[src/rtl/core/bcfd_pkg.sv]
// Shared types, widths and CRC6 constants for the BiSS-C frame decoder.
`default_nettype none

package bcfd_pkg;

    localparam int POSITION_BITS = 22;
    localparam int TURN_BITS     = 10;
    localparam int RAW_BITS      = 64;
    localparam int MASKED_BITS   = 62;
    localparam int FRAME_BITS    = POSITION_BITS + 10;
    localparam int DATA_BITS     = POSITION_BITS + 2;
    localparam int CRC_BITS      = 6;
    localparam int COMB_BITS     = 32;
    localparam int COUNT_BITS    = 32;
    localparam int SHIFT_BITS    = $clog2(RAW_BITS);
    localparam int QUEUE_DEPTH   = 2;
    localparam int QPTR_BITS     = $clog2(QUEUE_DEPTH);
    localparam int QCNT_BITS     = $clog2(QUEUE_DEPTH + 1);

    localparam int OUT_FIELD_BITS = POSITION_BITS + TURN_BITS + COMB_BITS + COUNT_BITS;
    localparam int OUT_TDATA_BITS = ((OUT_FIELD_BITS + 7) / 8) * 8;
    localparam int OUT_TUSER_BITS = 4;

    localparam logic [CRC_BITS-1:0] CRC6_POLY_LOW = 6'h03;

    typedef logic [CRC_BITS-1:0] crc_col_t [DATA_BITS];

    // Item passed from the front end to the back end.
    typedef struct packed {
        logic [POSITION_BITS-1:0] position;
        logic                     error_bit;
        logic                     warning_bit;
        logic                     crc_bad;
        logic                     no_start;
    } frame_item_t;

    // CRC6 is linear with a zero seed: each data bit contributes a fixed
    // column, the register contents after a single one followed by zeros.
    function automatic crc_col_t crc6_columns();
        crc_col_t        cols;
        logic [CRC_BITS-1:0] c;
        c = CRC6_POLY_LOW;
        for (int i = 0; i < DATA_BITS; i++)
        begin
            cols[i] = c;
            c = {c[CRC_BITS-2:0], 1'b0} ^ (c[CRC_BITS-1] ? CRC6_POLY_LOW : '0);
        end
        return cols;
    endfunction

    localparam crc_col_t CRC6_COL = crc6_columns();

endpackage

`default_nettype wire

[src/rtl/core/bcfd_front.sv]
// Front end: start bit search, alignment, field extraction and CRC6 check.
`default_nettype none

module bcfd_front (
    input  wire logic                          clk,
    input  wire logic                          rst_n,
    input  wire logic                          in_valid,
    output logic                               in_ready,
    input  wire logic [bcfd_pkg::RAW_BITS-1:0] in_frame,
    output logic                               out_valid,
    input  wire logic                          out_ready,
    output bcfd_pkg::frame_item_t              out_item
);
    import bcfd_pkg::*;

    logic                    s1_valid_reg;
    logic [MASKED_BITS-1:0]  s1_frame_reg;
    logic [SHIFT_BITS-1:0]   s1_shift_reg;
    logic                    s1_nostart_reg;
    logic                    s2_valid_reg;
    frame_item_t             s2_item_reg;

    logic [MASKED_BITS-1:0]  masked;
    logic [SHIFT_BITS-1:0]   lead;
    logic [SHIFT_BITS-1:0]   shift_next;
    logic                    s2_adv;
    logic                    s1_load;
    logic [RAW_BITS-1:0]     shifted;
    logic [FRAME_BITS-1:0]   aligned;
    logic [DATA_BITS-1:0]    data;
    logic [CRC_BITS-1:0]     crc_rx;
    logic [CRC_BITS-1:0]     crc_calc;
    frame_item_t             item_next;

    assign masked = in_frame[MASKED_BITS-1:0];

    // priority encoder: highest set bit wins
    always_comb
    begin
        lead = '0;
        for (int i = 0; i < MASKED_BITS; i++)
        begin
            if (masked[i])
            begin
                lead = SHIFT_BITS'(i);
            end
        end
    end

    assign shift_next = SHIFT_BITS'(RAW_BITS - 1) - lead;

    assign s2_adv   = !s2_valid_reg || out_ready;
    assign in_ready = !s1_valid_reg || s2_adv;
    assign s1_load  = in_valid && in_ready;

    always_ff @(posedge clk or negedge rst_n)
    begin
        if (!rst_n)
        begin
            s1_valid_reg <= 1'b0;
            s2_valid_reg <= 1'b0;
        end
        else
        begin
            if (in_ready)
            begin
                s1_valid_reg <= in_valid;
            end
            if (s2_adv)
            begin
                s2_valid_reg <= s1_valid_reg;
            end
        end
    end

    always_ff @(posedge clk)
    begin
        if (s1_load)
        begin
            s1_frame_reg   <= masked;
            s1_shift_reg   <= shift_next;
            s1_nostart_reg <= (masked == '0);
        end
        if (s2_adv && s1_valid_reg)
        begin
            s2_item_reg <= item_next;
        end
    end

    // start bit lands on the MSB; zeros fill in below a late start bit
    assign shifted = {{(RAW_BITS - MASKED_BITS){1'b0}}, s1_frame_reg} << s1_shift_reg;
    assign aligned = shifted[RAW_BITS-1 -: FRAME_BITS];
    assign crc_rx  = aligned[CRC_BITS-1:0];
    assign data    = aligned[CRC_BITS +: DATA_BITS];

    always_comb
    begin
        crc_calc = '0;
        for (int i = 0; i < DATA_BITS; i++)
        begin
            if (data[i])
            begin
                crc_calc = crc_calc ^ CRC6_COL[i];
            end
        end
    end

    always_comb
    begin
        item_next.position    = data[DATA_BITS-1:2];
        item_next.error_bit   = data[1];
        item_next.warning_bit = data[0];
        item_next.crc_bad     = (~crc_calc) != crc_rx;
        item_next.no_start    = s1_nostart_reg;
        if (s1_nostart_reg)
        begin
            item_next.error_bit   = 1'b0;
            item_next.warning_bit = 1'b0;
            item_next.crc_bad     = 1'b0;
        end
    end

    assign out_valid = s2_valid_reg;
    assign out_item  = s2_item_reg;

endmodule

`default_nettype wire

[src/rtl/core/bcfd_queue.sv]
// Short FIFO between the decode front end and the tracking back end.
`default_nettype none

module bcfd_queue (
    input  wire logic            clk,
    input  wire logic            rst_n,
    input  wire logic            in_valid,
    output logic                 in_ready,
    input  wire bcfd_pkg::frame_item_t in_item,
    output logic                 out_valid,
    input  wire logic            out_ready,
    output bcfd_pkg::frame_item_t out_item
);
    import bcfd_pkg::*;

    frame_item_t            entry_reg [QUEUE_DEPTH];
    logic [QPTR_BITS-1:0]   wr_ptr_reg;
    logic [QPTR_BITS-1:0]   rd_ptr_reg;
    logic [QCNT_BITS-1:0]   count_reg;
    logic                   push;
    logic                   pop;

    assign in_ready  = count_reg != QCNT_BITS'(QUEUE_DEPTH);
    assign out_valid = count_reg != '0;
    assign push      = in_valid && in_ready;
    assign pop       = out_valid && out_ready;
    assign out_item  = entry_reg[rd_ptr_reg];

    always_ff @(posedge clk or negedge rst_n)
    begin
        if (!rst_n)
        begin
            wr_ptr_reg <= '0;
            rd_ptr_reg <= '0;
            count_reg  <= '0;
        end
        else
        begin
            if (push)
            begin
                wr_ptr_reg <= (wr_ptr_reg == QPTR_BITS'(QUEUE_DEPTH - 1)) ?
                              '0 : wr_ptr_reg + 1'b1;
            end
            if (pop)
            begin
                rd_ptr_reg <= (rd_ptr_reg == QPTR_BITS'(QUEUE_DEPTH - 1)) ?
                              '0 : rd_ptr_reg + 1'b1;
            end
            if (push && !pop)
            begin
                count_reg <= count_reg + 1'b1;
            end
            else if (pop && !push)
            begin
                count_reg <= count_reg - 1'b1;
            end
        end
    end

    always_ff @(posedge clk)
    begin
        if (push)
        begin
            entry_reg[wr_ptr_reg] <= in_item;
        end
    end

endmodule

`default_nettype wire

[src/rtl/core/bcfd_back.sv]
// Back end: multiturn tracking, CRC error count and the result register.
`default_nettype none

module bcfd_back (
    input  wire logic                              clk,
    input  wire logic                              rst_n,
    input  wire logic                              in_valid,
    output logic                                   in_ready,
    input  wire bcfd_pkg::frame_item_t             in_item,
    output logic                                   out_valid,
    input  wire logic                              out_ready,
    output logic [bcfd_pkg::POSITION_BITS-1:0]     position,
    output logic [bcfd_pkg::TURN_BITS-1:0]         turn_count,
    output logic [bcfd_pkg::COMB_BITS-1:0]         combined_position,
    output logic                                   crc_mismatch,
    output logic                                   no_start_bit,
    output logic                                   error_flag_bit,
    output logic                                   warning_flag_bit,
    output logic [bcfd_pkg::COUNT_BITS-1:0]        crc_error_total
);
    import bcfd_pkg::*;

    localparam logic signed [POSITION_BITS:0] HALF_REV =
        (POSITION_BITS + 1)'(1) << (POSITION_BITS - 1);

    logic [POSITION_BITS-1:0]        prev_pos_reg;
    logic [POSITION_BITS-1:0]        prev_pos_next;
    logic signed [TURN_BITS-1:0]     turns_reg;
    logic signed [TURN_BITS-1:0]     turns_next;
    logic [COUNT_BITS-1:0]           count_reg;
    logic [COUNT_BITS-1:0]           count_next;
    logic                            out_valid_reg;
    logic [POSITION_BITS-1:0]        pos_out_reg;
    logic [TURN_BITS-1:0]            turn_out_reg;
    logic [COMB_BITS-1:0]            comb_out_reg;
    logic                            crc_out_reg;
    logic                            nostart_out_reg;
    logic                            err_out_reg;
    logic                            warn_out_reg;
    logic [COUNT_BITS-1:0]           count_out_reg;

    logic                            take;
    logic signed [POSITION_BITS:0]   diff;
    logic [COMB_BITS-1:0]            turns_ext;
    logic [COMB_BITS-1:0]            comb_next;

    assign in_ready = !out_valid_reg || out_ready;
    assign take     = in_valid && in_ready;

    assign diff = $signed({1'b0, in_item.position}) - $signed({1'b0, prev_pos_reg});

    always_comb
    begin
        prev_pos_next = prev_pos_reg;
        turns_next    = turns_reg;
        count_next    = count_reg;
        if (!in_item.no_start)
        begin
            prev_pos_next = in_item.position;
            if (diff > HALF_REV)
            begin
                turns_next = turns_reg - TURN_BITS'(1);
            end
            else if (diff < -HALF_REV)
            begin
                turns_next = turns_reg + TURN_BITS'(1);
            end
            if (in_item.crc_bad)
            begin
                count_next = count_reg + 1'b1;
            end
        end
    end

    assign turns_ext = COMB_BITS'(turns_next);
    assign comb_next = {turns_ext[COMB_BITS-1-POSITION_BITS:0], prev_pos_next};

    always_ff @(posedge clk or negedge rst_n)
    begin
        if (!rst_n)
        begin
            prev_pos_reg  <= '0;
            turns_reg     <= '0;
            count_reg     <= '0;
            out_valid_reg <= 1'b0;
        end
        else
        begin
            if (take)
            begin
                prev_pos_reg <= prev_pos_next;
                turns_reg    <= turns_next;
                count_reg    <= count_next;
            end
            if (in_ready)
            begin
                out_valid_reg <= in_valid;
            end
        end
    end

    always_ff @(posedge clk)
    begin
        if (take)
        begin
            pos_out_reg     <= prev_pos_next;
            turn_out_reg    <= turns_next;
            comb_out_reg    <= comb_next;
            crc_out_reg     <= in_item.crc_bad;
            nostart_out_reg <= in_item.no_start;
            err_out_reg     <= in_item.error_bit;
            warn_out_reg    <= in_item.warning_bit;
            count_out_reg   <= count_next;
        end
    end

    assign out_valid         = out_valid_reg;
    assign position          = pos_out_reg;
    assign turn_count        = turn_out_reg;
    assign combined_position = comb_out_reg;
    assign crc_mismatch      = crc_out_reg;
    assign no_start_bit      = nostart_out_reg;
    assign error_flag_bit    = err_out_reg;
    assign warning_flag_bit  = warn_out_reg;
    assign crc_error_total   = count_out_reg;

endmodule

`default_nettype wire

[src/rtl/core/biss_c_frame_decoder_top.sv]
// Top level of the BiSS-C frame decoder: front end, queue and back end.
//
//  channel | direction | contents
//  --------+-----------+------------------------------------------------------
//  s_axis  | in        | tdata[63:0] raw frame, first received byte in [63:56]
//  m_axis  | out       | tdata position, turns, combined, CRC error total;
//          |           | tuser crc_mismatch, no_start_bit, error, warning
//
// One frame per cycle sustained unless m_axis stalls. On its way to the result
// a frame passes two front-end stages (start bit search, then shift and CRC6),
// the two-entry queue, and the result register in the back end.
// Reset clears the turn counter, last position and CRC error count.
// A stalled m_axis fills the queue and then the front end before s_axis stalls.
`default_nettype none

module biss_c_frame_decoder_top (
    input  wire logic                                 clk,
    input  wire logic                                 rst_n,
    input  wire logic                                 s_axis_tvalid,
    output logic                                      s_axis_tready,
    input  wire logic [bcfd_pkg::RAW_BITS-1:0]        s_axis_tdata,  // raw_frame
    output logic                                      m_axis_tvalid,
    input  wire logic                                 m_axis_tready,
    // position, turn_count, combined_position, crc_error_total
    output logic [bcfd_pkg::OUT_TDATA_BITS-1:0]       m_axis_tdata,
    // crc_mismatch, no_start_bit, error_flag_bit, warning_flag_bit
    output logic [bcfd_pkg::OUT_TUSER_BITS-1:0]       m_axis_tuser
);
    import bcfd_pkg::*;

    frame_item_t              front_item;
    logic                     front_valid;
    logic                     front_ready;
    frame_item_t              queue_item;
    logic                     queue_valid;
    logic                     queue_ready;

    logic [POSITION_BITS-1:0] position;
    logic [TURN_BITS-1:0]     turn_count;
    logic [COMB_BITS-1:0]     combined_position;
    logic                     crc_mismatch;
    logic                     no_start_bit;
    logic                     error_flag_bit;
    logic                     warning_flag_bit;
    logic [COUNT_BITS-1:0]    crc_error_total;

    bcfd_front u_front (
        .clk       (clk),
        .rst_n     (rst_n),
        .in_valid  (s_axis_tvalid),
        .in_ready  (s_axis_tready),
        .in_frame  (s_axis_tdata),
        .out_valid (front_valid),
        .out_ready (front_ready),
        .out_item  (front_item)
    );

    bcfd_queue u_queue (
        .clk       (clk),
        .rst_n     (rst_n),
        .in_valid  (front_valid),
        .in_ready  (front_ready),
        .in_item   (front_item),
        .out_valid (queue_valid),
        .out_ready (queue_ready),
        .out_item  (queue_item)
    );

    bcfd_back u_back (
        .clk               (clk),
        .rst_n             (rst_n),
        .in_valid          (queue_valid),
        .in_ready          (queue_ready),
        .in_item           (queue_item),
        .out_valid         (m_axis_tvalid),
        .out_ready         (m_axis_tready),
        .position          (position),
        .turn_count        (turn_count),
        .combined_position (combined_position),
        .crc_mismatch      (crc_mismatch),
        .no_start_bit      (no_start_bit),
        .error_flag_bit    (error_flag_bit),
        .warning_flag_bit  (warning_flag_bit),
        .crc_error_total   (crc_error_total)
    );

    assign m_axis_tdata = OUT_TDATA_BITS'({crc_error_total, combined_position,
                                           turn_count, position});
    assign m_axis_tuser = {warning_flag_bit, error_flag_bit, no_start_bit, crc_mismatch};

endmodule

`default_nettype wire

[config.mk]
export PLATFORM = sky130hd
export DESIGN_NAME = biss_c_frame_decoder_top
export DESIGN_NICKNAME = d
export VERILOG_FILES = /design/src/rtl/core/bcfd_pkg.sv /design/src/rtl/core/bcfd_front.sv /design/src/rtl/core/bcfd_queue.sv /design/src/rtl/core/bcfd_back.sv /design/src/rtl/core/biss_c_frame_decoder_top.sv
export SDC_FILE = /design/constraint.sdc
export NUM_CORES = 1
export LEC_CHECK = 0
export BUFFER_PORTS_ARGS = -buffer_cell sky130_fd_sc_hd__clkbuf_2
export CORE_MARGIN = 2
export CORE_UTILIZATION = 55
export CTS_CLUSTER_DIAMETER = 30
export DETAILED_ROUTE_END_ITERATION = 12
export HOLD_SLACK_MARGIN = 0.03
export PLACE_DENSITY = 0.75
export RECOVER_POWER = 100
export SYNTH_ARGS = -nofsm -noshare
export SYNTH_HDL_FRONTEND = slang
export SYNTH_SLANG_ARGS = --single-unit
export TNS_END_PERCENT = 100
[constraint.sdc]
create_clock -name clk -period 5.79 [get_ports clk]
set_input_delay 0.2895 -clock clk [delete_from_list [all_inputs] [get_ports clk]]
set_output_delay 0.2895 -clock clk [all_outputs]
set_load 0.005 [all_outputs]
==> out/qor.log, run 1 <==
[run_status] outcome finished, violations left
[run_status] violated checks max-capacitance violations, max-slew violations
[place] Detailed Place HPWL 27,300 um
[setup_path] biggest fanout along the worst timing path 21
[cts] largest buffer count on any clock path 3
[detailed_routing] routed wire length 40,600 um
[global_routing] combined global-route utilization of all metal layers 0.247
[setup_path] Worst Reg2Reg Path Length in Cells 15
[global_routing] largest net degree at the start of global routing 85
[logic_synthesis] Avg Synthesized Cell Area 11.3 sq um
[detailed_routing] post-route met1 wirelength 16,900 um
[logic_synthesis] post-synthesis instance total 1,516
[min_path] class of the tightest hold or removal check primary input to async pin
[logic_synthesis] dominant register cell in the synthesized netlist sky130_fd_sc_hd__edfxtp_1
[cells_and_area] Fill cells 2,307
[sta] unrepaired setup endpoints after global routing no
[cts] CTS tree yes
[sta] Final Critical Period 5350 ps
[sta] clk_skew 32.0 ps
[power_and_ir_drop] largest vdd supply drop 0.299 mV
[sta] Tightest Pin Transition 3570 ps
[global_routing] vias in the first global route 12.5k
[cells_and_area] FF+latch area 0.00823 sq mm
[sta] pins over their slew limit 155
[run] Max-Cap Viols 4
[die] die area 0.0325 sq mm
[place] final weighted congestion of routability-driven global placement 0.948
[sta] final count of hold timing violations 0
[setup_path] sort of element at the end of the critical path register
[setup_path] crit path DAT 5720 ps
[cells_and_area] area grow syn2layout 18.6%
[global_routing] Overflow after GRT 0
[cts] Clock Sink Count 286
[power_and_ir_drop] Pwr per Cell Area 548 mW/mm^2
[setup_path] reg-to-reg critical path endpoint u_front.out_item[1]$_SDFFCE_PP0P_
[logic_synthesis] Yosys warnings 0
[detailed_routing] number of nets with antenna violations after detailed routing 0
[power_and_ir_drop] P_leak 8.19 nW
[logic_synthesis] Seq/Total Area, Yosys 0.482
[cells_and_area] flip-flop count of the largest register after layout 62
[die] die extent in y 180 um
[detailed_routing] count of routing violations after the opening detailed-route iteration 1,136
[setup_path] WS Path Type register to register
[cts] number of H-tree levels 2
[die] Starting Density 0.558
[detailed_routing] Avg WL per Cell 18.8 um
[logic_synthesis] synthesized area 0.0171 sq mm
[sta] post-route setup TNS 0 ps
[logic_synthesis] flip-flop and latch count after synthesis 286
[logic_synthesis] asr flop ratio synth 0.248
[die] Horiz. Die Dim 180 um
[detailed_routing] Via density 5.85
[cells_and_area] area taken by multi-input logic gates 0.00784 sq mm
[global_routing] first-pass GRT wire length 65,300 um
[place] placed inst area 0.0180 sq mm
[logic_synthesis] nets in the synthesized netlist 1,611
[cts] clock root cell sky130_fd_sc_hd__clkbuf_16
[sta] fraction of the cycle the final worst path needs 0.924
[logic_synthesis] number of enable-type register cells in the synthesized netlist 215
[place] number of port buffers 167
[die] number of ports placed on the die boundary 170
[place] Post-Place Worst Slack 613 ps
[cts] post-CTS setup buffer count 0
[setup_path] Worst R2R Setup Slack 440 ps
[cells_and_area] fraction of final layout cells with drive strength greater than 1 0.166
[sta] maximum clock rate 187 MHz
[sta] Rel. slew slack -1.38
[setup_path] Startpoint Class register
[sta] number of setup violations in the final report 0
[die] Core Box Area 0.0306 sq mm
[detailed_routing] post-route DRC violation count 0
[cells_and_area] number of antenna repair diodes 0
[cts] clock edge transition at the registers on the reported setup and hold paths 60 ps
[die] Placement Rows 64
[cts] clock buffer count from CTS 51
[detailed_routing] Via Count 12.6k
[global_routing] antenna violations before repair 0
[sta] worst path setup slack after routing 439 ps
[detailed_routing] Routed met3 length 2020 um
[detailed_routing] Max Used Layer met4
[cts] clock latency at the later pin of the worst-skew pair 570 ps
[cells_and_area] post-layout instance area 0.0202 sq mm
[setup_path] worst path required time 6160 ps
[detailed_routing] met2 layer wire length in the routed design 19,900 um
[logic_synthesis] Synth cell types 87
[cells_and_area] final net count 1,818
[detailed_routing] Pre-Repair DR Iteration Count 5
[setup_path] worst reg2reg startpoint u_front.s1_shift_reg[1]$_DFFE_PP_
[repair_timing]
action / 4_1_cts / 5_1_grt
endpoints found under the setup margin: 0 / 0
hold buffers: 65 / 0
gates resized for setup: 0 / 0
endpoints found under the hold margin: 78 / 0
[kinds of logic (layout without fill, tap and decap cells)]
group,Yosys count,in the layout,synth area share
AND/OR/NAND/NOR,424,424,0.113
flip-flops,286,286,0.482
AO/OA/AOI/OAI,273,273,0.109
buffers and inverters,192,441,0.0580
multiplexers,188,188,0.149
XOR/XNOR,126,126,0.0679
adder cells (fa/ha/maj),27,27,0.0202
[worst max-delay path by stage]
| stage | slack [ps] | depth (start not counted) | end | startpoint |
|---|---|---|---|---|
| after floorplan | 1230 | 19 | u_back.combined_position[31]$_DFFE_PP_ | u_queue.rd_ptr_reg$_DFFE_PN0P_ |
| after global placement | 660 | 16 | u_back.combined_position[28]$_DFFE_PP_ | u_queue.rd_ptr_reg$_DFFE_PN0P_ |
| after detailed placement | 610 | 16 | u_back.combined_position[28]$_DFFE_PP_ | u_queue.rd_ptr_reg$_DFFE_PN0P_ |
| after CTS | 560 | 16 | u_back.combined_position[28]$_DFFE_PP_ | u_queue.rd_ptr_reg$_DFFE_PN0P_ |
| after global routing | 80 | 16 | u_back.combined_position[28]$_DFFE_PP_ | u_queue.rd_ptr_reg$_DFFE_PN0P_ |
| final | 440 | 15 | u_front.out_item[1]$_SDFFCE_PP0P_ | u_front.s1_shift_reg[1]$_DFFE_PP_ |
[power breakdown]
| part | internal [W] | total, W | switching, W |
|---|---|---|---|
| registers | 0.00307 | 0.00344 | 0.000367 |
| logic | 0.00192 | 0.00458 | 0.00267 |
| clock network | 0.00195 | 0.00308 | 0.00112 |
[layer usage]
layer | track usage | vias up
met4 | 0.110 | 0
met5 | 0 | -
met1 | 0.311 | 6045
met3 | 0.0364 | 118
met2 | 0.425 | 481
li1 | - | 6000
[per-stage QoR]
step,instances,power (W),hold WS (ps),utilization
2_1_floorplan,1516,0.00687,-6.09,-
5_1_grt,2161,0.0118,420,0.662
4_1_cts,2161,0.0112,204,0.667
3_3_place_gp,2001,0.00789,239,0.587
3_5_place_dp,2001,0.00799,245,0.587
6_report,2161,0.0111,412,0.662
[critical path: stages, from the launching register on]
cell                        delay (ps)
sky130_fd_sc_hd__edfxtp_1         1060
sky130_fd_sc_hd__clkbuf_1          890
sky130_fd_sc_hd__mux4_2            630
sky130_fd_sc_hd__nand2_1            80
sky130_fd_sc_hd__o21ai_0           210
sky130_fd_sc_hd__mux2i_1           300
sky130_fd_sc_hd__o21a_1            140
sky130_fd_sc_hd__a31oi_1            40
sky130_fd_sc_hd__buf_4             170
sky130_fd_sc_hd__xor2_1            170
sky130_fd_sc_hd__xnor2_1           240
sky130_fd_sc_hd__xnor3_1           390
sky130_fd_sc_hd__and2_0            180
sky130_fd_sc_hd__mux2_2            260
sky130_fd_sc_hd__o2bb2ai_1         120
sky130_fd_sc_hd__a31oi_1           250
[synth_stat cells, drive strengths merged (7+ instances only)]
master / instances / area share
and2: 7 / 0.0026
clkbuf: 24 / 0.0053
xnor2: 80 / 0.042
nor2: 120 / 0.026
a31oi: 12 / 0.0044
o21ai: 66 / 0.019
xor2: 43 / 0.022
o22ai: 15 / 0.0059
a21o: 10 / 0.0044
a211oi: 11 / 0.0051
nor3: 27 / 0.0079
nand2b: 17 / 0.0062
and3: 12 / 0.0044
mux2i: 81 / 0.047
inv: 87 / 0.019
mux2: 60 / 0.040
nand4: 18 / 0.0066
a21oi: 52 / 0.015
nor4: 15 / 0.0055
nand3: 24 / 0.0070
edfxtp: 215 / 0.38
dfrtp: 71 / 0.10
nand2: 154 / 0.034
o211ai: 11 / 0.0048
o31ai: 8 / 0.0035
buf: 77 / 0.033
ha: 26 / 0.019
mux4: 47 / 0.062
o21a: 9 / 0.0040
[cell usage in the layout, fill, tap and decap left out, types with 9 or more instances in the layout]
| cell type | instances |
|---|---|
| sky130_fd_sc_hd__edfxtp_1 | 215 |
| sky130_fd_sc_hd__nand2_1 | 154 |
| sky130_fd_sc_hd__nor2_1 | 119 |
| sky130_fd_sc_hd__clkbuf_1 | 101 |
| sky130_fd_sc_hd__inv_1 | 83 |
| sky130_fd_sc_hd__mux2i_1 | 81 |
| sky130_fd_sc_hd__clkbuf_2 | 79 |
| sky130_fd_sc_hd__xnor2_1 | 78 |
| sky130_fd_sc_hd__dfrtp_1 | 71 |
| sky130_fd_sc_hd__dlygate4sd3_1 | 65 |
| sky130_fd_sc_hd__o21ai_0 | 59 |
| sky130_fd_sc_hd__a21oi_1 | 52 |
| sky130_fd_sc_hd__clkbuf_16 | 51 |
| sky130_fd_sc_hd__mux2_2 | 47 |
| sky130_fd_sc_hd__mux4_2 | 47 |
| sky130_fd_sc_hd__xor2_1 | 43 |
| sky130_fd_sc_hd__nor3_1 | 27 |
| sky130_fd_sc_hd__ha_1 | 26 |
| sky130_fd_sc_hd__nand3_1 | 24 |
| sky130_fd_sc_hd__nand4_1 | 18 |
| sky130_fd_sc_hd__nand2b_1 | 17 |
| sky130_fd_sc_hd__nor4_1 | 15 |
| sky130_fd_sc_hd__o22ai_1 | 15 |
| sky130_fd_sc_hd__buf_4 | 14 |
| sky130_fd_sc_hd__and3_1 | 12 |
| sky130_fd_sc_hd__a31oi_1 | 12 |
| sky130_fd_sc_hd__mux2_1 | 12 |
| sky130_fd_sc_hd__o211ai_1 | 11 |
| sky130_fd_sc_hd__a21o_1 | 10 |
| sky130_fd_sc_hd__a211oi_1 | 10 |
| sky130_fd_sc_hd__o21a_1 | 9 |
[cell type report]
type                            count  share of cell area
Inverter                           91              0.0170
Clock inverter                     38              0.0245
Multi-Input combinational cell   1038               0.387
Sequential cell                   286               0.407
Clock buffer                       57              0.0646
Timing Repair Buffer              255              0.0756
Tap cell                          396              0.0245
Note: power is estimated with default switching activity, not from simulation.
==> run 2, diff against run 1 <==
--- a/config.mk
+++ b/config.mk
@@ -7,11 +7,11 @@
 export LEC_CHECK = 0
 export BUFFER_PORTS_ARGS = -buffer_cell sky130_fd_sc_hd__clkbuf_2
 export CORE_MARGIN = 2
-export CORE_UTILIZATION = 55
+export CORE_UTILIZATION = 60
 export CTS_CLUSTER_DIAMETER = 30
 export DETAILED_ROUTE_END_ITERATION = 12
 export HOLD_SLACK_MARGIN = 0.03
-export PLACE_DENSITY = 0.75
+export PLACE_DENSITY = 0.81
 export RECOVER_POWER = 100
 export SYNTH_ARGS = -nofsm -noshare
 export SYNTH_HDL_FRONTEND = slang
==> constraint.sdc (replaced) <==
create_clock -name clk -period 5.79 [get_ports clk]
set_input_delay 0.2895 -clock clk [delete_from_list [all_inputs] [get_ports clk]]
set_output_delay 0.2895 -clock clk [all_outputs]
set_load 0.01 [all_outputs]
==> run 2 against run 1 <==
Compared with the run above: the flow still finishes with violations (max-capacitance violations, max-slew violations); core utilization increased by 5.8 points; register-to-register slack about the same; design area decreased by 0.66%; critical path type unchanged; critical endpoint is now u_back.combined_position[28]$_DFFE_PP_; largest power group unchanged.
==> out/qor.log, run 2 (same netlist as run 1, synthesis figures left out) <==
[setup_path] worst path required time 6090 ps
[global_routing] first-pass GRT wire length 67,800 um
[cts] largest buffer count on any clock path 3
[die] die area 0.0298 sq mm
[min_path] number of stages on the worst hold path 0
[cells_and_area] fraction of final layout cells with drive strength greater than 1 0.120
[die] die extent in y 173 um
[cells_and_area] most common cell after layout, fill and taps aside sky130_fd_sc_hd__edfxtp_1
[sta] Tightest Pin Transition 4090 ps
[setup_path] sort of element at the end of the critical path register
[setup_path] Critical Path Most Common Cell sky130_fd_sc_hd__o21ai_1
[cells_and_area] area grow syn2layout 17.8%
[power_and_ir_drop] largest vdd supply drop 0.273 mV
[cts] clock latency at the later pin of the worst-skew pair 570 ps
[run_status] violated checks max-capacitance violations, max-slew violations
[cells_and_area] FF+latch area 0.00823 sq mm
[detailed_routing] Pre-Repair DR Iteration Count 5
[setup_path] worst reg2reg startpoint u_queue.rd_ptr_reg$_DFFE_PN0P_
[sta] number of setup violations in the final report 0
[setup_path] Worst Reg2Reg Path Length in Cells 16
[cts] Clock Sink Count 286
[place] final weighted congestion of routability-driven global placement 1.01
[cells_and_area] number of antenna repair diodes 0
[sta] Final Critical Period 5360 ps
[setup_path] crit path DAT 5660 ps
[global_routing] antenna violations before repair 0
[detailed_routing] post-route DRC violation count 0
[run] Max-Cap Viols 5
[place] Cells after DPL 1,978
[detailed_routing] count of routing violations after the opening detailed-route iteration 1,216
[global_routing] Overflow after GRT 0
[power_and_ir_drop] P_leak 7.95 nW
[cells_and_area] most frequent cells in the layout 215 x sky130_fd_sc_hd__edfxtp_1, 176 x sky130_fd_sc_hd__clkbuf_1, 154 x sky130_fd_sc_hd__nand2_1, 119 x sky130_fd_sc_hd__nor2_1, 83 x sky130_fd_sc_hd__inv_1
[cells_and_area] final net count 1,813
[min_path] Min-Delay Endpoint u_queue.entry_reg[0][25]$_DFFE_PP_
[detailed_routing] Avg WL per Cell 19.9 um
[place] number of port buffers 167
[die] Placement Rows 61
[cells_and_area] flip-flop count of the largest register after layout 62
[sta] Rel. slew slack -1.73
[sta] unrepaired setup endpoints after global routing no
[min_path] launch instance of the worst min-delay path u_front.out_item[25]$_DFFE_PP_
[cts] CTS tree yes
[detailed_routing] number of nets with antenna violations after detailed routing 0
[sta] post-route setup TNS 0 ps
[setup_path] crit-path cells mux2i_1 -> inv_1 -> ha_1 -> nor2b_1 -> o21ai_1 -> a21boi_0 -> o211a_1 -> o21ai_1 -> and3b_1 -> or4_1 -> nor4_1 -> a31oi_1 -> nor2_1 -> a22oi_1 -> nor3_1 -> xor2_1
[setup_path] gate family responsible for the most delay along the worst path simple AND/OR/NAND/NOR gates
[cells_and_area] area taken by multi-input logic gates 0.00783 sq mm
[setup_path] cell with the largest stage delay on the worst path sky130_fd_sc_hd__dfrtp_1
[cells_and_area] Fill cells 1,882
[global_routing] combined global-route utilization of all metal layers 0.283
[die] Starting Density 0.611
[die] Core Box Area 0.0279 sq mm
[setup_path] combined buffer and inverter count along the critical path 1
[sta] fraction of the cycle the final worst path needs 0.926
[cts] post-CTS setup buffer count 0
[cells_and_area] post-layout instance area 0.0201 sq mm
[setup_path] biggest fanout along the worst timing path 14
[die] number of ports placed on the die boundary 170
[cts] number of H-tree levels 2
[cts] hold-fix buffers at CTS 65
[detailed_routing] Via Count 12.9k
[sta] maximum clock rate 187 MHz
[sta] final count of hold timing violations 0
[power_and_ir_drop] total power consumption of the routed design 0.0112 W
[global_routing] vias in the first global route 12.9k
[setup_path] reg-to-reg critical path endpoint u_back.combined_position[28]$_DFFE_PP_
[sta] clk_skew 31.7 ps
[min_path] class of the tightest hold or removal check register to register
[setup_path] WS Path Type register to register
[detailed_routing] routed wire length 42,500 um
[power_and_ir_drop] Pwr per Cell Area 557 mW/mm^2
[run_status] outcome finished, violations left
[die] Horiz. Die Dim 173 um
[global_routing] largest net degree at the start of global routing 78
[setup_path] Worst R2R Setup Slack 430 ps
[cts] clock root cell sky130_fd_sc_hd__clkbuf_16
[setup_path] Startpoint Class register
[place] placed inst area 0.0179 sq mm
[sta] pins over their slew limit 247
[cts] clock edge transition at the registers on the reported setup and hold paths 60 ps
[cts] Resized Gates After CTS 0
[place] Detailed Place HPWL 27,000 um
[detailed_routing] Via density 6.05
[cts] clock buffer count from CTS 51
[cells_and_area] final instance count without filler cells 2,139
[setup_path] Crit path largest cell delay 830 ps
## run 2: changes by cell type in the layout (fill, tap and decap cells not counted), sizes merged
cell and change:
bufinv +2, clkinv +4, clkbuf +1, clkinvlp +2, buf -2, inv -11
## run 2: metrics by stage
step / setup slack (ps) / hold WS (ps) / util
floorplan: 1230 / -6.09 / -
global route: 119 / 441 / 0.720
global placement: 560 / 422 / 0.641
detailed placement: 524 / 431 / 0.641
finish: 429 / 427 / 0.720
CTS: 522 / 440 / 0.729
## run 2: layout make-up
cell class                 count  area share
multi-input combinational   1038       0.389
timing repair buffer         250      0.0706
tap                          378      0.0235
inverter                      91      0.0170
sequential                   286       0.409
clock buffer                  61      0.0668
clock inverter                35      0.0236
## run 2: worst max-delay path by stage
| stage | startpoint | endpoint | slack [ps] | cells after the start |
|---|---|---|---|---|
| 2_1_floorplan | u_queue.rd_ptr_reg$_DFFE_PN0P_ | u_back.combined_position[31]$_DFFE_PP_ | 1230 | 19 |
| 3_3_place_gp | u_queue.rd_ptr_reg$_DFFE_PN0P_ | u_back.combined_position[28]$_DFFE_PP_ | 560 | 16 |
| 4_1_cts | u_queue.rd_ptr_reg$_DFFE_PN0P_ | u_back.combined_position[28]$_DFFE_PP_ | 520 | 16 |
| 5_1_grt | u_queue.rd_ptr_reg$_DFFE_PN0P_ | u_back.combined_position[28]$_DFFE_PP_ | 120 | 16 |
| 3_5_place_dp | u_queue.rd_ptr_reg$_DFFE_PN0P_ | u_back.combined_position[28]$_DFFE_PP_ | 520 | 16 |
| 6_report | u_queue.rd_ptr_reg$_DFFE_PN0P_ | u_back.combined_position[28]$_DFFE_PP_ | 430 | 16 |
## run 2: report_power, final
| group | switching [W] | leakage, nW | internal, W |
|---|---|---|---|
| Combinational | 0.00280 | 4.06 | 0.00186 |
| Clock | 0.00106 | 0.877 | 0.00204 |
| Sequential | 0.000373 | 3.01 | 0.00308 |
| Total | 0.00423 | 7.95 | 0.00698 |
## run 2: per-layer routing
| metal | track usage | routed length [um] |
|---|---|---|
| met1 | 0.337 | 16200 |
| met2 | 0.493 | 21400 |
| met3 | 0.0466 | 2590 |
| met4 | 0.151 | 2340 |
| met5 | 0 | 0 |
